## src/rtl/fmsc_pkg.sv

```systemverilog
package fmsc_pkg;

    typedef enum logic [1:0] {
        OP_CLEAR  = 2'd0,
        OP_APPEND = 2'd1,
        OP_CAND   = 2'd2,
        OP_END    = 2'd3
    } t_opcode;

    typedef enum logic [1:0] {
        SK_MATCH = 2'd0,
        SK_MISS  = 2'd1,
        SK_TAIL  = 2'd2
    } t_score_kind;

    localparam logic [7:0] SPACE_CHAR  = 8'h20;
    localparam logic [7:0] UPPER_FIRST = 8'h41;
    localparam logic [7:0] UPPER_LAST  = 8'h5A;
    localparam logic [7:0] CASE_BIT    = 8'h20;
    localparam int         STEP_WEIGHT = 10;
    localparam int         CH_BITS     = 8;

    function automatic logic [7:0] fold_ch(input logic [7:0] c);
        logic [7:0] r;
        r = c;
        if (c inside {[UPPER_FIRST:UPPER_LAST]}) begin
            r = c | CASE_BIT;
        end
        return r;
    endfunction

endpackage

```

## src/rtl/fmsc_pat_mem.sv

```systemverilog
module fmsc_pat_mem #(
    parameter int DEPTH = 32,
    parameter int AW    = 5
) (
    input  logic                      i_clk,
    input  logic                      i_we,
    input  logic [AW-1:0]             i_waddr,
    input  logic [fmsc_pkg::CH_BITS-1:0] i_wdata,
    input  logic [AW-1:0]             i_raddr,
    output logic [fmsc_pkg::CH_BITS-1:0] o_rdata
);
    import fmsc_pkg::*;

    logic [CH_BITS-1:0] r_mem [DEPTH];
    logic [CH_BITS-1:0] r_rdata;

    // A write to the entry being read in the same cycle is forwarded.
    always_ff @(posedge i_clk) begin
        if (i_we) begin
            r_mem[i_waddr] <= i_wdata;
        end
        if (i_we && (i_waddr == i_raddr)) begin
            r_rdata <= i_wdata;
        end else begin
            r_rdata <= r_mem[i_raddr];
        end
    end

    assign o_rdata = r_rdata;

endmodule

```

## src/rtl/fmsc_score.sv

```systemverilog
module fmsc_score #(
    parameter int SCORE_BITS = 16,
    parameter int CW         = 6
) (
    input  fmsc_pkg::t_score_kind   i_kind,
    input  logic                    i_case_diff,
    input  logic [CW-1:0]           i_run,
    input  logic signed [SCORE_BITS-1:0] i_score,
    output logic signed [SCORE_BITS-1:0] o_score
);
    import fmsc_pkg::*;

    localparam int SW = ((SCORE_BITS > CW + 4) ? SCORE_BITS : CW + 4) + 2;
    localparam longint SMAX_L = (64'sd1 <<< (SCORE_BITS - 1)) - 64'sd1;
    localparam longint SMIN_L = -(64'sd1 <<< (SCORE_BITS - 1));
    localparam logic signed [SW-1:0] SMAX = SW'(SMAX_L);
    localparam logic signed [SW-1:0] SMIN = SW'(SMIN_L);
    localparam logic signed [SW-1:0] WEIGHT = SW'(STEP_WEIGHT);

    logic signed [SW-1:0] run_ext;
    logic signed [SW-1:0] delta;
    logic signed [SW-1:0] sum;

    always_comb begin
        run_ext = SW'($signed({1'b0, i_run}));
        case (i_kind)
            SK_MATCH: delta = (run_ext <<< 3) + (run_ext <<< 1)
                              - SW'($signed({1'b0, i_case_diff}));
            SK_MISS:  delta = -WEIGHT;
            SK_TAIL:  delta = -SW'(1);
            default:  delta = '0;
        endcase
        sum = SW'(i_score) + delta;
        if (sum > SMAX) begin
            o_score = SCORE_BITS'(SMAX);
        end else if (sum < SMIN) begin
            o_score = SCORE_BITS'(SMIN);
        end else begin
            o_score = SCORE_BITS'(sum);
        end
    end

endmodule

```

## src/rtl/fuzzy_match_scorer.sv

```systemverilog
// Fuzzy subsequence scorer with a stored pattern.
// Input stream: tuser carries the opcode (clear pattern, append pattern
// character, candidate character, end of candidate) and tdata the character.
// Pattern characters sit in a single-port-write, registered-read memory; the
// entry at the current match position is prefetched every cycle, with a
// write to that same entry forwarded, so one beat is taken every cycle while tready is high.
// Output stream: one beat per end-of-candidate beat, carrying the matched
// flag and the saturated score (zero when not matched). It appears in the
// cycle after the end beat is accepted, from an output register.
// A stalled receiver holds that register; the input keeps flowing until
// the register is full and the receiver still does not take it, and only
// then is the input tready dropped.
// Reset empties the pattern and starts a fresh candidate; stored pattern
// bytes are not cleared, and no result is pending after reset.
module fuzzy_match_scorer #(
    parameter int PATTERN_MAX = 32,
    parameter int SCORE_BITS  = 16
) (
    input  logic i_clk,
    input  logic i_rst_n,
    input  logic i_s_tvalid,
    output logic o_s_tready,
    input  logic [7:0] i_s_tdata,   // ch[7:0]
    input  logic [1:0] i_s_tuser,   // opcode[1:0]
    output logic o_m_tvalid,
    input  logic i_m_tready,
    // matched[0], score[SCORE_BITS:1], zero fill above
    output logic [((SCORE_BITS + 8) / 8) * 8 - 1:0] o_m_tdata
);
    import fmsc_pkg::*;

    localparam int CW = $clog2(PATTERN_MAX + 1);
    localparam int AW = (PATTERN_MAX > 1) ? $clog2(PATTERN_MAX) : 1;
    localparam int DW = ((SCORE_BITS + 8) / 8) * 8;
    localparam logic [CW-1:0] LEN_MAX = CW'(PATTERN_MAX);

    logic [CW-1:0] r_len, n_len;
    logic [CW-1:0] r_pos, n_pos;
    logic [CW-1:0] r_run, n_run;
    logic signed [SCORE_BITS-1:0] r_score, n_score;
    logic r_out_valid, n_out_valid;
    logic r_out_matched, n_out_matched;
    logic signed [SCORE_BITS-1:0] r_out_score, n_out_score;

    t_opcode op;
    logic accept;
    logic mem_we;
    logic [CH_BITS-1:0] pat_ch;
    t_score_kind kind;
    logic case_diff;
    logic signed [SCORE_BITS-1:0] upd_score;
    logic ch_is_space;
    logic is_match;
    logic matched_now;

    assign op          = t_opcode'(i_s_tuser);
    assign o_s_tready  = !r_out_valid || i_m_tready;
    assign accept      = i_s_tvalid && o_s_tready;
    assign ch_is_space = (i_s_tdata == SPACE_CHAR);
    assign is_match    = (fold_ch(i_s_tdata) == fold_ch(pat_ch));
    assign case_diff   = (i_s_tdata != pat_ch);
    assign matched_now = (r_pos >= r_len);

    fmsc_pat_mem #(
        .DEPTH (PATTERN_MAX),
        .AW    (AW)
    ) u_mem (
        .i_clk   (i_clk),
        .i_we    (mem_we),
        .i_waddr (r_len[AW-1:0]),
        .i_wdata (i_s_tdata),
        .i_raddr (n_pos[AW-1:0]),
        .o_rdata (pat_ch)
    );

    fmsc_score #(
        .SCORE_BITS (SCORE_BITS),
        .CW         (CW)
    ) u_score (
        .i_kind      (kind),
        .i_case_diff (case_diff),
        .i_run       (r_run),
        .i_score     (r_score),
        .o_score     (upd_score)
    );

    always_comb begin
        n_len         = r_len;
        n_pos         = r_pos;
        n_run         = r_run;
        n_score       = r_score;
        n_out_valid   = r_out_valid && !i_m_tready;
        n_out_matched = r_out_matched;
        n_out_score   = r_out_score;
        mem_we        = 1'b0;
        kind          = SK_TAIL;
        if (!matched_now) begin
            kind = is_match ? SK_MATCH : SK_MISS;
        end
        if (accept) begin
            case (op)
                OP_CLEAR: begin
                    n_len   = '0;
                    n_pos   = '0;
                    n_run   = '0;
                    n_score = '0;
                end
                OP_APPEND: begin
                    if (!ch_is_space && (r_len < LEN_MAX)) begin
                        mem_we = 1'b1;
                        n_len  = r_len + CW'(1);
                    end
                end
                OP_CAND: begin
                    if (matched_now) begin
                        n_score = upd_score;
                    end else if (!ch_is_space) begin
                        n_score = upd_score;
                        if (is_match) begin
                            n_run = r_run + CW'(1);
                            n_pos = r_pos + CW'(1);
                        end else begin
                            n_run = '0;
                        end
                    end
                end
                OP_END: begin
                    n_out_valid   = 1'b1;
                    n_out_matched = matched_now;
                    n_out_score   = matched_now ? r_score : '0;
                    n_pos         = '0;
                    n_run         = '0;
                    n_score       = '0;
                end
                default: begin
                end
            endcase
        end
    end

    always_ff @(posedge i_clk) begin
        if (!i_rst_n) begin
            r_len       <= '0;
            r_pos       <= '0;
            r_run       <= '0;
            r_score     <= '0;
            r_out_valid <= 1'b0;
        end else begin
            r_len       <= n_len;
            r_pos       <= n_pos;
            r_run       <= n_run;
            r_score     <= n_score;
            r_out_valid <= n_out_valid;
        end
    end

    always_ff @(posedge i_clk) begin
        r_out_matched <= n_out_matched;
        r_out_score   <= n_out_score;
    end

    assign o_m_tvalid = r_out_valid;
    assign o_m_tdata  = DW'({r_out_score, r_out_matched});

endmodule

```

## config.mk

```make
export PLATFORM = sky130hd
export DESIGN_NAME = fuzzy_match_scorer
export DESIGN_NICKNAME = d
export VERILOG_FILES = /design/src/rtl/fmsc_pkg.sv /design/src/rtl/fmsc_pat_mem.sv /design/src/rtl/fmsc_score.sv /design/src/rtl/fuzzy_match_scorer.sv
export SDC_FILE = /design/constraint.sdc
export NUM_CORES = 1
export LEC_CHECK = 0
export BUFFER_PORTS_ARGS = -buffer_cell sky130_fd_sc_hd__buf_2
export CORE_ASPECT_RATIO = 1.2
export CORE_UTILIZATION = 40
export DETAILED_ROUTE_END_ITERATION = 10
export GPL_ROUTABILITY_DRIVEN = 0
export GPL_TIMING_DRIVEN = 1
export PLACE_DENSITY = 0.54
export SLEW_MARGIN = 20
export SYNTH_ARGS = -nofsm -noshare
export SYNTH_HDL_FRONTEND = slang
export SYNTH_HIERARCHICAL = 1
export SYNTH_SLANG_ARGS = --single-unit
```

## constraint.sdc

```tcl
create_clock -name i_clk -period 10.8 [get_ports i_clk]
set_input_delay 2.7 -clock i_clk [delete_from_list [all_inputs] [get_ports i_clk]]
set_output_delay 2.7 -clock i_clk [all_outputs]
set_load 0.01 [all_outputs]
```

==> results.ini <==
[floorplan]
io_pins = 40
die_y_um = 211
core_mm2 = 0.0358
die_w_um = 176
rows = 76
dieArea_mm2 = 0.0371
start_util_pct = 40.5

[sta]
worst_slew_pin_slew_ns = 1.15
fin_crit_ns = 8.03
fin_skew_ns = 0.0163
tns_ns = 0
post-route-period-util_pct = 74.3
max_freq_ghz = 0.125
rsz0062_at_grt = false
slew_headroom_pct = 22.8
drv_slew = 0
finalSetupViolations = 0
hold_viol_final = 0

[finish]
fill_cells = 3156
drive_gt1_share_pct = 21.9
finalNonFillerCells = 1486
nets = 1053
antennaDiodeCount = 0
area_growth_pct = 11.4

[power_and_ir_drop]
vdd_drop_max_mv = 0.330
power_density_mw_per_mm2 = 217
power_leakage_uw = 0.00526

[global_route]
track_usage_pct = 18.3
grt_pass1_vias = 8275
grt_overflow = 0
grt_antenna_before_repair = 0
grt_pass1_wl_mm = 50.2
grt_max_degree = 38

[cts]
insertion_delay_ns = 0.54
clk_pin_slew_ns = 0.06
holdBufCountCts = 0
post-cts-setup-buffers = 0
post_cts_resized = 0
cts_buffer_depth = 3
cts_tree = built
cts_root_buffer = clkbuf_16
cts_sinks = 313
numCtsBuffers = 34
cts_max_level = 2

[logic_synthesis]
ys_ff_latch = 313
synth.area.top_cells = edfxtp_1, mux4_2, dfxtp_1
synth_compound_gate_area_share_pct = 7.55
syn_avg_cell_area_um2 = 15.1
synthSimpleGateAreaFrac_pct = 8.95
synth_commonest_cells = edfxtp_1, mux4_2, nor2_1, nand2_1, a21oi_1
synth_top_cell_by_area = edfxtp_1
synth_top_family_by_area = multiplexers
synthesis.area_mm2 = 0.0145
yosysMostFrequentCell = edfxtp_1
synth.top_cell.area_share_pct = 56.4
synth-xor-area-share_pct = 1.51
synth_mux_area_share_pct = 13.2
ys_types = 77
synthAdderAreaFrac_pct = 4.06
yosysSeqAreaShare_pct = 61.9
synthArstFlopShare_pct = 0
postSynthCellCount = 960
synth_edf_count = 273
yosysWarnings = 6
ys.flop_type = edfxtp_1

[worst_setup_path]
cp.required_ns = 11.18
end_kind = flip-flop
cp.arrival_ns = 8.41
reg2reg_to = r_score[2]
crit_type = reg2reg
path_buf_inv = 3
critPathSlowestCell = dfxtp_2
path_max_fanout = 33
r2r_cells = 29
reg2reg_slack_ns = 2.77
cp_top_family = compound AO/OA/AOI/OAI gates
cpPeakStageDelay_ns = 0.94
cp-start-kind = flip-flop

[route]
met2_length_mm = 16.3
via_per_inst = 5.55
drt_iter0_markers = 536
wire_per_inst_um = 22.0
final_antenna_net_count = 0
drc = 0
met1_length_mm = 14.3
wl_mm = 32.8
highest_layer = met4
vias = 8254
routed-wl-met3_mm = 1.55
first_pass_iters = 5

[job]
drv_cap = 0

[place]
dp_cells = 1425
io_buffers = 32
hpwl_mm = 20.7

[worst_hold_path]
min_from = r_score[13]
hold_end = r_score[13]
hold_depth = 2
hold_class = reg2reg

[run_status]
status = finished clean

## metrics by stage
step | power, uW | utilization [%] | setup WS (ns) | cell area, um^2 | hold WS (ns)
2_1_floorplan | 2200 | - | 3.72 | 14600 | 0.445
3_3_place_gp | 2400 | 42.1 | 2.52 | 15100 | 0.468
3_5_place_dp | 2400 | 42.1 | 2.40 | 15100 | 0.474
4_1_cts | 3550 | 45.2 | 2.75 | 16200 | 0.484
5_1_grt | 3700 | 45.2 | 2.04 | 16200 | 0.506
6_report | 3520 | 45.2 | 2.77 | 16200 | 0.480
## kinds of logic after synthesis
logic type,after synthesis
compound gates,149
xor+xnor,25
fa+ha+maj,46
buf+inv,88
flops,313
mux,90
other cells,1
simple gates,248
## power by group
| part | switching (uW) | total, uW | internal (uW) |
|---|---|---|---|
| clock | 495 | 1140 | 643 |
| combinational | 597 | 1000 | 403 |
| sequential | 30.9 | 1380 | 1350 |
| total | 1120 | 3520 | 2400 |
## worst max-delay path by stage
stage               depth (start not counted)         start  slack [ns]           to
floorplan                                  25  i_s_tdata[1]        3.72   r_score[6]
global placement                           26  i_s_tdata[4]        2.52  r_score[11]
detailed placement                         26  i_s_tdata[4]        2.40   r_score[9]
CTS                                        29     flip-flop        2.75   r_score[9]
global route                               29     flip-flop        2.04  r_score[12]
finish                                     29     flip-flop        2.77   r_score[2]
## routing by layer
metal | track usage [%] | vias up
met5 | 0 | -
met3 | 2.72 | 44
li1 | - | 3817
met1 | 24.9 | 4184
met4 | 5.10 | 0
met2 | 30.4 | 209
## cell usage in the layout (no fill, tap or decap), drive strengths merged, types with 20 or more instances in the layout
cell,synthesis,layout
edfxtp,273,273
mux4,80,80
nor2,66,66
nand2,60,60
a21oi,51,51
inv,41,46
ha,44,44
clkbuf,19,41
dfxtp,40,40
nand3,40,40
buf,28,38
o211ai,21,21
o21ai,20,20
## flip-flops by register name (all words and copies together) (netlist names), named ones only
register	flops
r_score	16
u_mem/r_mem	256
o_m_tvalid	1
r_len	6
r_pos	6
r_out_score	16
r_run	6
r_out_matched	1
## final cells by class
type / count / area [um^2] / share of cell area, %
flip-flops and latches: 313 / 9000 / 55.6
multi-input cells: 565 / 5160 / 31.9
clock buffers: 41 / 877 / 5.42
well taps: 468 / 586 / 3.62
clock inverters: 20 / 209 / 1.29
repair buffers: 38 / 205 / 1.27
inverters: 41 / 154 / 0.950
## worst min-delay path, stage by stage, from the launching register on
cell and delay, ns:
dfxtp_1 0.32, nand2_1 0.06, a21oi_1 0.05
Power figures use the tool's default switching activity.
